**config.mk**
```make
export PLATFORM = sky130hd
export DESIGN_NAME = wft_front
export DESIGN_NICKNAME = d
export VERILOG_FILES = /design/src/hdl/wft_pkg.sv /design/src/hdl/wft_front.sv
export VERILOG_INCLUDE_DIRS = /design/src /design/src/hdl
export SDC_FILE = /design/constraint.sdc
export NUM_CORES = 1
export LEC_CHECK = 0
export BUFFER_PORTS_ARGS = -buffer_cell sky130_fd_sc_hd__clkbuf_2
export CORE_ASPECT_RATIO = 0.8
export CORE_MARGIN = 2
export CORE_UTILIZATION = 45
export CTS_CLUSTER_DIAMETER = 200
export CTS_CLUSTER_SIZE = 12
export DETAILED_ROUTE_END_ITERATION = 16
export GPL_TIMING_DRIVEN = 0
export PLACE_DENSITY = 0.59
export RECOVER_POWER = 50
export SYNTH_ARGS = -nofsm -noshare
export SYNTH_HDL_FRONTEND = slang
export SYNTH_SLANG_ARGS = --single-unit
export TNS_END_PERCENT = 30
```
**constraint.sdc**
```tcl
create_clock -name clock -period 16.6 [get_ports clock]
set_input_delay 2.49 -clock clock [delete_from_list [all_inputs] [get_ports clock]]
set_output_delay 2.49 -clock clock [all_outputs]
set_load 0.01 [all_outputs]
```
**src/hdl/word_frequency_table_defines.svh**
```systemverilog
// Assertion macros shared by the word frequency table RTL.
`ifndef WORD_FREQUENCY_TABLE_DEFINES_SVH
`define WORD_FREQUENCY_TABLE_DEFINES_SVH
`ifndef SYNTHESIS
`define WFT_ASSERT(label, clk, rst, prop, msg) \
   label: assert property (@(posedge clk) disable iff (rst) prop) else $error(msg);
`define WFT_ASSERT_NR(label, clk, prop, msg) \
   label: assert property (@(posedge clk) prop) else $error(msg);
`else
`define WFT_ASSERT(label, clk, rst, prop, msg)
`define WFT_ASSERT_NR(label, clk, prop, msg)
`endif
`endif

```
**src/hdl/wft_pkg.sv**
```systemverilog
// Package with the shared types and constants of the word frequency table.
package wft_pkg;
   localparam int TABLE_DEPTH  = 64;
   localparam int MAX_WORD_LEN = 24;
   localparam int COUNT_WIDTH  = 16;
   localparam int IDX_W        = $clog2(TABLE_DEPTH);
   localparam int USED_W       = $clog2(TABLE_DEPTH + 1);
   localparam int LEN_W        = 5;
   localparam int WORD_W       = 192;
   localparam int ENTRY_W      = WORD_W + LEN_W + COUNT_WIDTH;
   localparam int QUEUE_DEPTH  = 4;

   localparam logic [7:0] CHAR_SPACE   = 8'h20;
   localparam logic [7:0] CHAR_TAB     = 8'h09;
   localparam logic [7:0] CHAR_NEWLINE = 8'h0A;
   localparam logic [7:0] CHAR_NUL     = 8'h00;

   typedef enum logic {
      CMD_TEXT = 1'b0,
      CMD_DUMP = 1'b1
   } cmd_type;

   typedef struct packed {
      logic               dump;
      logic               has_word;
      logic               trunc;
      logic [LEN_W-1:0]   length;
      logic [WORD_W-1:0]  word;
   } job_type;

   typedef enum logic [2:0] {
      ST_IDLE,
      ST_SEARCH,
      ST_CHECK,
      ST_DUMP_READ,
      ST_DUMP_SEND,
      ST_EMPTY_SEND
   } back_state_type;
endpackage

```
**src/hdl/wft_front.sv**
```systemverilog
// Front end: assembles words from the byte stream and queues closed words and dumps.
module wft_front (
   input  logic                 clock,
   input  logic                 reset,
   input  logic                 fold_case,
   input  logic                 in_valid,
   output logic                 in_ready,
   input  logic                 in_command,
   input  logic [7:0]           in_char,
   output logic                 job_valid,
   input  logic                 job_ready,
   output wft_pkg::job_type     job
);
   `include "word_frequency_table_defines.svh"

   localparam int QW = $clog2(wft_pkg::QUEUE_DEPTH);

   logic [7:0]              word_ff [wft_pkg::MAX_WORD_LEN];
   logic [7:0]              char_in;
   logic [wft_pkg::LEN_W-1:0] fill_ff, fill_in;
   logic                    trunc_ff, trunc_in;
   wft_pkg::job_type        q_ff [wft_pkg::QUEUE_DEPTH];
   logic [QW-1:0]           wp_ff, rp_ff;
   logic [QW:0]             cnt_ff, cnt_in;
   logic                    push, pop, accept, is_delim, is_byte;
   wft_pkg::job_type        new_job;

   assign in_ready  = (cnt_ff != (QW+1)'(wft_pkg::QUEUE_DEPTH));
   assign accept    = in_valid && in_ready;
   assign is_delim  = (in_char == wft_pkg::CHAR_SPACE) || (in_char == wft_pkg::CHAR_TAB)
                      || (in_char == wft_pkg::CHAR_NEWLINE);
   assign is_byte   = !is_delim && (in_char != wft_pkg::CHAR_NUL);
   assign job_valid = (cnt_ff != '0);
   assign job       = q_ff[rp_ff];
   assign pop       = job_valid && job_ready;

   always_comb begin
      char_in = in_char;
      if (fold_case && in_char >= 8'h41 && in_char <= 8'h5A) begin
         char_in = in_char + 8'h20;
      end
      new_job.dump     = (in_command == wft_pkg::CMD_DUMP);
      new_job.has_word = (fill_ff != '0);
      new_job.trunc    = trunc_ff;
      new_job.length   = fill_ff;
      for (int i = 0; i < wft_pkg::MAX_WORD_LEN; i++) begin
         new_job.word[i*8 +: 8] = (wft_pkg::LEN_W'(i) < fill_ff) ? word_ff[i] : 8'h00;
      end
      for (int i = wft_pkg::MAX_WORD_LEN; i < 24; i++) begin
         new_job.word[i*8 +: 8] = 8'h00;
      end
      push     = 1'b0;
      fill_in  = fill_ff;
      trunc_in = trunc_ff;
      if (accept) begin
         if (in_command == wft_pkg::CMD_DUMP) begin
            push     = 1'b1;
            fill_in  = '0;
            trunc_in = 1'b0;
         end else if (is_delim) begin
            push    = (fill_ff != '0);
            fill_in = '0;
         end else if (is_byte) begin
            if (fill_ff < wft_pkg::LEN_W'(wft_pkg::MAX_WORD_LEN)) begin
               fill_in = fill_ff + 1'b1;
            end else begin
               trunc_in = 1'b1;
            end
         end
      end
      cnt_in = cnt_ff + (QW+1)'(push) - (QW+1)'(pop);
   end

   always_ff @(posedge clock) begin
      if (reset) begin
         fill_ff  <= '0;
         trunc_ff <= 1'b0;
         wp_ff    <= '0;
         rp_ff    <= '0;
         cnt_ff   <= '0;
      end else begin
         fill_ff  <= fill_in;
         trunc_ff <= trunc_in;
         cnt_ff   <= cnt_in;
         if (push) begin
            wp_ff <= wp_ff + 1'b1;
         end
         if (pop) begin
            rp_ff <= rp_ff + 1'b1;
         end
      end
   end

   always_ff @(posedge clock) begin
      if (accept && in_command == wft_pkg::CMD_TEXT && is_byte
          && fill_ff < wft_pkg::LEN_W'(wft_pkg::MAX_WORD_LEN)) begin
         word_ff[fill_ff[$clog2(wft_pkg::MAX_WORD_LEN)-1:0]] <= char_in;
      end
      if (push) begin
         q_ff[wp_ff] <= new_job;
      end
   end

   `WFT_ASSERT(a_fill_max, clock, reset,
      fill_ff <= wft_pkg::LEN_W'(wft_pkg::MAX_WORD_LEN), "word fill exceeds maximum")
   `WFT_ASSERT(a_cnt_max, clock, reset,
      cnt_ff <= (QW+1)'(wft_pkg::QUEUE_DEPTH), "queue count exceeds depth")
   `WFT_ASSERT(a_no_push_full, clock, reset,
      (cnt_ff == (QW+1)'(wft_pkg::QUEUE_DEPTH)) |-> !push, "push into full queue")
endmodule

```
## Word-level counts from Yosys, hierarchy flattened

Memories as Yosys holds them, arrays and structs flattened. A register that Yosys moved wholly into a read port is not among the register bits.
Cells that the tools add are included.

| operators by class | value |
|---|---|
| add/subtract/negate cells | 6 |
| magnitude comparators | 27 |
| equal/unequal tests | 6 |
| multiplexer cells | 42 |
| bitwise gates (word level) | 1 |
| reduce and logical (&&, ||, !) cells | 19 |

Operators by type and width:

| operator | number |
|---|---|
| two-way mux 8 bit | 25 |
| less-than comparator 4 x 5 -> 1 bit, first input constant | 8 |
| less-than comparator 5 bit, first input constant | 8 |
| less-than comparator 3 x 5 -> 1 bit, first input constant | 4 |
| two-way mux 5 bit | 4 |
| == test 8 x 4 -> 1 bit, second input constant | 2 |
| two-way mux 1 bit | 11 |
| less-than comparator 1 x 5 -> 1 bit, first input constant | 2 |
| less-than comparator 2 x 5 -> 1 bit, first input constant | 2 |
| nonzero test 3 bit | 3 |
| adder 8 x 6 -> 8 bit, second input constant | 1 |
| == test 8 x 6 -> 1 bit, second input constant | 1 |
| greater-or-equal comparator 8 x 7 -> 1 bit, second input constant | 1 |
| less-or-equal comparator 8 x 7 -> 1 bit, second input constant | 1 |
| logical AND 1 bit | 8 |
| nonzero test 8 bit | 1 |
| adder 5 x 1 -> 5 bit, second input constant | 1 |
| less-than comparator 5 bit, second input constant | 1 |
| nonzero test 5 bit | 1 |
| adder 2 x 1 -> 2 bit, second input constant | 2 |
| two-way mux 2 bit | 2 |
| inequality test 2 bit, second input constant | 2 |
| AND reduction 4 bit | 1 |
| adder 3 x 1 -> 3 bit | 1 |
| other kinds (7) | 8 |

| storage, ports and cells | value |
|---|---|
| register bits after elaboration | 13 |
| RAM bits | 992 |
| output and inout bits | 202 |
| word-level logic and storage cells | 108 |
| memories kept | 2 |

Memory list:

| memory | words | bits a word | read ports | clocked after Yosys merged registers in | write ports | line | text |
|---|---|---|---|---|---|---|---|
| q_ff | 4 | 200 | 1 | 1 | 1 | wft_front.sv:22 | `wft_pkg::job_type q_ff [wft_pkg::QUEUE_DEPTH];` |
| word_ff | 24 | 8 | 24 | 0 | 1 | wft_front.sv:18 | `logic [7:0] word_ff [wft_pkg::MAX_WORD_LEN];` |

## Logic depth before layout (Yosys ltp)

Gate-level depths: netlist of run 1.

| depth | value |
|---|---|
| word-level depth | 9 |
| gate-level depth with buffers | 13 |

## Worst setup path after synthesis of run 1

Ideal clock, no wire load.

| timing | value |
|---|---|
| path kind | input to register |
| start | input port in_char[6] |
| end | memory q_ff[0][0] (netlist bit) (enable) |
| arrival time | 8.316 ns |
| required time | 16.015 ns |
| setup slack | 7.699 ns |
| stages | 5 |
| path buffers | 1 |
| cell sequence | or4_4 -> buf_6 -> a2111o_1 -> o22ai_4 -> and2_1 |

| between the ends | value |
|---|---|
| cells in the longest elaborated chain, start to end | 8 |
| elaborated cells between the ends (all ways) | 10 |
| classes of those cells | eq/ne: 3; mux: 5; reduce/logical: 2 |

RTL lines:

| what | line | text |
|---|---|---|
| start, declared | wft_front.sv:9 | `input logic [7:0] in_char,` |
| == test 8 x 6 -> 1 bit / == test 8 x 4 -> 1 bit (equally long branches) | wft_front.sv:30 | `assign is_delim = (in_char == wft_pkg::CHAR_SPACE) \|\| (in_char == wft_pkg::CHAR_TAB)` |
| logical OR 1 bit | wft_front.sv:30 |  |
| logical OR 1 bit (*) | wft_front.sv:31 | `\|\| (in_char == wft_pkg::CHAR_NEWLINE);` |
| two-way mux 1 bit (*) | wft_front.sv:60 | `end else if (is_delim) begin` |
| two-way mux 1 bit (*) | wft_front.sv:56 | `if (in_command == wft_pkg::CMD_DUMP) begin` |
| two-way mux 1 bit (*) | wft_front.sv:55 | `if (accept) begin` |
| two-way mux 1 bit (*) | wft_front.sv:99 | `if (push) begin` |
| two-way mux 1 bit (not written as such) (*) | wft_front.sv:100 | `q_ff[wp_ff] <= new_job;` |
| end, declared | wft_front.sv:22 |  |

Every way passes the cells marked *; elsewhere a longest branch is shown, timed or not.

## Worst setup path in the final report of run 1

| timing | value |
|---|---|
| start | input port in_char[3] |
| end | memory q_ff[2][76] (netlist bit) (enable) |

Same word-level chain as after synthesis.

==> results.md, run 1 <==
* Run status: complete, but fails checks
* Failing checks: capacitance limit, slew limit
* Mapped Area at 37100 sq um
* Fin. Hold Viols at 0
* CTS Hold Bufs at 0
* Critical R2R Capture: q_ff[2][76]
* Fin crit share at 0.547
* Unrepaired setup endpoints after global routing: false
* Reg clk slew, reported paths at 0.06 ns
* Synth Instances at 1624
* Initial antenna violation count at 6
* Setup Skew at 0.0197 ns
* Area leader, netlist: edfxtp_1
* Crit start category: primary input
* Peak VDD IR at 0.0000947 V
* Core area at 82000 sq um
* Critical path's slowest cell: clkbuf_1
* Cell mode on critical path: clkbuf_1
* Leakage power at 13.6 nW
* Seq cells post-synth at 1007
* Worst Hold Path Cells at 0
* Dpl ws at 9.69 ns
* Final Max Slew Viols at 320
* Power per cell area at 137 nW/um^2
* Post-DP HPWL at 47.2 mm
* DIE AREA at 84800 sq um
* Die height at 261 um
* Worst Path Arrival at 9.37 ns
* Layout cells sized above 1 at 0.271
* Syn Nets at 1650
* Worst Path Required at 16.89 ns
* Clk sink count at 1007
* CP max stage delay at 2.12 ns
* IO buf count at 215
* Post-route cell area at 42500 sq um
* Average instance area after synthesis at 22.8 sq um
* Filler-free cell count of the finished design at 3101
* Gp weighted congestion at 0.737
* CP Capture Type: register
* Sum of negative setup slack at 0 ns
* Sequential area share after synthesis at 0.811
* Hold Crit Start: fill_ff[2]
* CTS tree: done
* Tmin final at 9.08 ns
* Async SR Flop Fraction at 0
* H-tree Lvls at 3
* IO Count at 216
* Num CTS Buffers at 93
* Worst r2r path cells at 8
* Crit Path Category: in -> reg
* GRT Overall Usage at 0.192
* Placed cells at 2962
* Worst-margin pin slew at 3.16 ns
* Starting Density at 0.453
* Slew HR at -1.10
* CTS resizes at 0
* Root Buffer: clkbuf_16
* Layout area overhead at 14.6%
* Ys flop type: edfxtp_1
* Worst Path Max Fanout at 52
* Final ANT Viol Nets at 0
* Final net count at 1980
* Total power at 5.81 mW
* CP cell instances: clkbuf_1, nor2b_1, a22oi_1, o22ai_1, and2_0, clkbuf_1, buf_16
* Post-Place Cell Area at 40100 sq um
* Top cells by area, synth: edfxtp_1 (80%), mux4_2 (12%), and2_1 (1.7%), nor2b_1 (1.4%), dfxtp_1 (0.81%)
* Cell row count at 94
* Synthesis Warnings at 0
* R2R Setup Slk at 10.20 ns
* Iteration count of the initial detailed-routing pass at 5
* Die W at 325 um
* WL/cell at 26.0 um
* DR vias/cell at 5.42
* Final setup vio count at 0
* Critical path's top delay family: buffers and inverters
* Top cell type's share of synthesized area at 0.803
* Vias at 16814
* Setup bufs post-CTS at 0
* Number of global-route vias before repair at 17210
* Global-route wire length before repair at 117 mm
* Buf/Inv on CP at 3
* Post-route DRC violation count at 0
* Crit Reg-Reg Startpoint: fill_ff[1]
* Largest net degree at the start of global routing at 54
* Global route overflow at 0
* EDFF count, synth at 992
* Fmax at 110 MHz
* Skew-Pair Late Insertion Delay at 0.64 ns
* Post-Route WL at 80.6 mm
* Worst setup margin at 7.52 ns
* Hold crit path type: reg -> reg
* Hold endpoint: q_ff[3][194]
* Max Buffers Root-to-Sink at 3
* Max_cap viols at 14
* Distinct cell type count after synthesis at 47
* DR iter-0 viols at 1429
-- area by class of cell --
class,count,area (sq um)
multi-input combinational,544,6690
sequential,1007,30100
timing repair buffer,235,1470
tap,1104,1380
inverter,13,48.8
clock buffer,135,2570
fill,6498,39500
buffer,60,258
antenna,3,7.51
-- stage by stage --
step	util	hold slack [ns]
finish	0.519	0.517
global route	0.518	0.528
CTS	0.520	0.520
detailed placement	0.489	0.511
global placement	0.483	0.482
floorplan	-	0.458
-- how the worst max path moves through the flow --
| stage | slack (ns) | from | endpoint | cells after the start |
|---|---|---|---|---|
| 2_1_floorplan | 7.70 | in_char[6] | q_ff[0][0] | 5 |
| 3_3_place_gp | 2.23 | in_char[4] | q_ff[1][130] | 6 |
| 3_5_place_dp | 9.69 | in_char[2] | word_ff[8][3] | 5 |
| 4_1_cts | 10.38 | in_char[2] | word_ff[8][6] | 5 |
| 5_1_grt | 7.00 | in_char[3] | q_ff[3][121] | 7 |
| 6_report | 7.52 | in_char[3] | q_ff[2][76] | 7 |
-- worst reg2reg max path: cells and delay by family (launching register included) --
kind            cells  cell delay, ns
buf+inv             4            3.18
simple gates        1            1.24
fa+ha+maj           1            0.29
compound gates      2            0.80
flops               1            0.47
-- cells in the final DEF, fill, tap and decap left out, types with 4 or more instances in the layout --
master and instances:
a211oi_1 4, a21oi_1 5, a31oi_1 7, and2_0 101, and3_1 18, buf_1 7, buf_16 14, buf_2 20
clkbuf_1 85, clkbuf_16 97, clkbuf_2 206, dfxtp_1 15, edfxtp_1 992, ha_1 11, inv_1 13, mux4_2 200
nand2_1 12, nand2b_1 4, nand4_1 4, nor2_1 39, nor2b_1 85, nor3_1 4, o2111ai_1 5, o211ai_1 5
o21a_1 4
-- where the power goes --
group / total [mW] / internal (mW) / switching, mW
Combinational: 1.03 / 0.458 / 0.570
Sequential: 2.88 / 2.86 / 0.0215
Clock: 1.90 / 1.05 / 0.844
Total: 5.81 / 4.38 / 1.43
-- kinds of logic after synthesis --
| family | share of synthesized area |
|---|---|
| multiplexers | 0.122 |
| AO/OA/AOI/OAI | 0.00843 |
| adder cells (fa/ha/maj) | 0.00425 |
| flip-flops | 0.811 |
| AND/OR/NAND/NOR | 0.0444 |
| buffers and inverters | 0.00826 |
| XOR/XNOR | 0.00118 |
-- synth_stat cells (2+ instances only) --
| master | count |
|---|---|
| o21ai_0 | 2 |
| a211oi_1 | 4 |
| dfxtp_1 | 15 |
| and3_1 | 18 |
| and2_1 | 102 |
| o211ai_1 | 5 |
| o2111ai_1 | 5 |
| xnor2_1 | 3 |
| a31oi_1 | 7 |
| inv_1 | 13 |
| ha_1 | 11 |
| a21boi_0 | 3 |
| mux4_2 | 200 |
| a21oi_1 | 5 |
| clkbuf_1 | 32 |
| buf_2 | 20 |
| nand2_1 | 12 |
| o21a_1 | 4 |
| nand3b_1 | 2 |
| nor2_1 | 39 |
| or3_1 | 3 |
| nor3_1 | 4 |
| nand2b_1 | 4 |
| nand4_1 | 4 |
| nor2b_1 | 85 |
| a21o_1 | 2 |
| edfxtp_1 | 992 |
| xor2_1 | 2 |
| or2_2 | 2 |
| buf_1 | 7 |
-- metal layers --
metal | share of wire | up-vias | global-route usage
met3 | 0.056 | 113 | 0.0393
li1 | - | 7324 | -
met5 | 0.00056 | - | 0
met2 | 0.48 | 446 | 0.308
met1 | 0.44 | 8925 | 0.272
met4 | 0.019 | 6 | 0.0481
-- sequential cells by signal (all words and copies together) (netlist names), named ones only --
register  count
word_ff     192
trunc_ff      1
wp_ff         2
fill_ff       5
q_ff        800
rp_ff         2
cnt_ff        3
Power figures use the tool's default switching activity.
==> run 2: changes to the inputs <==
--- a/config.mk
+++ b/config.mk
@@ -14,7 +14,7 @@
 export CTS_CLUSTER_SIZE = 12
 export DETAILED_ROUTE_END_ITERATION = 16
 export GPL_TIMING_DRIVEN = 0
-export PLACE_DENSITY = 0.59
+export PLACE_DENSITY = 0.61
 export RECOVER_POWER = 50
 export SYNTH_ARGS = -nofsm -noshare
 export SYNTH_HDL_FRONTEND = slang
==> constraint.sdc (replaced) <==
create_clock -name clock -period 7.65 [get_ports clock]
set_input_delay 1.1475 -clock clock [delete_from_list [all_inputs] [get_ports clock]]
set_output_delay 1.1475 -clock clock [all_outputs]
set_load 0.01 [all_outputs]
==> results.md, run 2 (same netlist as run 1, synthesis figures left out) <==
* CP Capture Type: register
* Clock power share at 0.326 (about the same)
* Worst Path Arrival at 6.13 ns (-3.24 ns)
* Post-Route WL at 80.3 mm (-0.43%)
* Max reg flops at 800 (unchanged)
* Num CTS Buffers at 93 (unchanged)
* Crit Path Category: in -> reg
* Seq pwr share at 0.498 (+0.002)
* DR iter-0 viols at 1660 (+16%)
* Number of global-route vias before repair at 17059 (-0.88%)
* Worst Path Max Fanout at 28 (-46%)
* Max Buffers Root-to-Sink at 3 (unchanged)
* Critical Path Source: in_char[2]
* Initial antenna violation count at 8 (+2)
* Clk sink count at 1007 (unchanged)
* Final Max Slew Viols at 133 (-58%)
* Fin crit share at 0.765
* Root Buffer: clkbuf_16
* CTS Hold Bufs at 0 (unchanged)
* Power per cell area at 295 nW/um^2 (+120%)
* CTS resizes at 0 (unchanged)
* Setup bufs post-CTS at 0 (unchanged)
* Largest net degree at the start of global routing at 55 (+1.9%)
* Post-Place Cell Area at 40000 sq um (about the same)
* Final net count at 1981 (+0.051%)
* Filler-free cell count of the finished design at 3093 (-0.26%)
* CTS tree: done
* Worst-margin pin slew at 2.89 ns (-0.271 ns)
* Iteration count of the initial detailed-routing pass at 5 (unchanged)
* Gp weighted congestion at 0.754 (+2.2%)
* Die height at 261 um (unchanged)
* GRT Overall Usage at 0.190 (-0.00131)
* DR vias/cell at 5.43 (about the same)
* Layout area overhead at 14.7% (about the same)
* CP max stage delay at 2.00 ns (-0.12 ns)
* Reg with most FFs: q_ff
* Starting Density at 0.453 (unchanged)
* Die W at 325 um (unchanged)
* Total power at 12.6 mW (+120%)
* Worst setup margin at 1.80 ns (-5.72 ns)
* Hold crit path type: reg -> reg
* Global-route wire length before repair at 116 mm (-0.62%)
* Combinational share of power at 0.176 (about the same)
* Peak VDD IR at 0.000150 V (+58%)
* Run status: complete, but fails checks
* Failing checks: capacitance limit, slew limit
* Global route overflow at 0 (unchanged)
* Dpl ws at 2.21 ns (-7.48 ns)
* Max_cap viols at 7 (-7)
* Commonest non-fill, non-tap cell in the layout: edfxtp_1
* Crit start category: primary input
* IO Count at 216 (unchanged)
* R2R Setup Slk at 3.34 ns (-6.86 ns)
* Core area at 82000 sq um (unchanged)
* CP cell instances: clkbuf_1, nor4_1, a211oi_1, nand4_1, nor2_1
* NetSw at 3.13 mW (+120%)
* H-tree Lvls at 3 (unchanged)
* Int Pwr at 9.44 mW (+120%)
* Worst Path Required at 7.93 ns (-8.96 ns)
* Critical path's slowest cell: clkbuf_1
* Cell row count at 94 (unchanged)
* Fin. Hold Viols at 0 (unchanged)
* Switching share of power at 0.249 (+0.00185)
* Vias at 16784 (-0.18%)
* Setup Skew at 0.0252 ns (+0.00548 ns)
* Crit Reg-Reg Startpoint: fill_ff[1]
* Layout cells sized above 1 at 0.277 (+0.00613)
* Post-route cell area at 42500 sq um (about the same)
* Post-route DRC violation count at 0 (unchanged)
* Final ANT Viol Nets at 0 (unchanged)
* Post-DP HPWL at 46.6 mm (-1.3%)
* WL/cell at 25.9 um (-0.17%)
* Leakage power at 13.7 nW (+0.73%)
* IO buf count at 215 (unchanged)
* Critical R2R Capture: q_ff[2][75]
* Fmax at 171 MHz
* Unrepaired setup endpoints after global routing: false
* Slew HR at -0.924 (+0.180)
* Worst Setup EP: word_ff[2][2]
* Final setup vio count at 0 (unchanged)
* Tmin final at 5.85 ns
* Reg clk slew, reported paths at 0.06 ns (about the same)
* DIE AREA at 84800 sq um (unchanged)
* Skew-Pair Late Insertion Delay at 0.66 ns (+0.02 ns)
* Most frequent cells in the layout: edfxtp_1 (992), clkbuf_2 (206), mux4_2 (200)
* Placed cells at 2962 (unchanged)
* Worst r2r path cells at 9 (+1)
[run 2: changes by cell type in the layout (fill, tap and decap cells not counted), sizes merged]
cell,delta
inv,+2
clkbuf,-15
clkinv,+2
buf,+3
[run 2: worst max-delay path: cells and delay by family]
family,cells,cell delay [ns]
and+or+nand+nor,3,2.22
AOI/OAI and AO/OA,1,0.71
buffers and inverters,1,2.00
[run 2: metal layers]
layer	track usage	routed length (um)	share of wire	vias up
met5	0	26	0.00032	-
met4	0.0451	1400	0.017	4
met3	0.0463	5530	0.069	94
met2	0.304	38500	0.48	523
met1	0.267	34800	0.43	8868
li1	-	-	-	7295
[run 2: through the flow]
stage	TNS, ns	hold slack (ns)	utilization
after floorplan	0	0.458	-
after global placement	-4203.50	0.482	0.483
after detailed placement	0	0.509	0.488
after CTS	0	0.511	0.519
after global routing	0	0.535	0.519
final	0	0.510	0.519
[run 2: power by group through the flow]
stage	Combinational (mW)	Sequential, mW	Clock [mW]
6_report	2.22	6.26	4.09
5_1_grt	2.39	6.27	4.38
4_1_cts	2.30	6.26	4.20
3_5_place_dp	2.30	6.37	0
3_3_place_gp	2.22	6.44	0
2_1_floorplan	1.37	6.39	0
[run 2: final cells by class]
class,instances,area [sq um]
tap,1104,1380
timing repair buffer,236,1530
inverter,13,48.8
sequential,1007,30100
multi-input combinational,544,6700
clock inverter,4,50.0
clock buffer,122,2480
antenna,3,7.51
fill,6390,39400
buffer,60,258
[run 2: how the worst min path moves through the flow]
stage               startpoint           end  slack (ns)  cells after the start
global placement    fill_ff[4]  q_ff[2][196]        0.48                      0
finish              fill_ff[2]  q_ff[1][194]        0.51                      0
detailed placement  fill_ff[2]  q_ff[3][194]        0.51                      0
CTS                 fill_ff[2]  q_ff[3][194]        0.51                      0
global route        fill_ff[4]  q_ff[0][196]        0.53                      0
floorplan           fill_ff[2]  q_ff[0][194]        0.46                      0
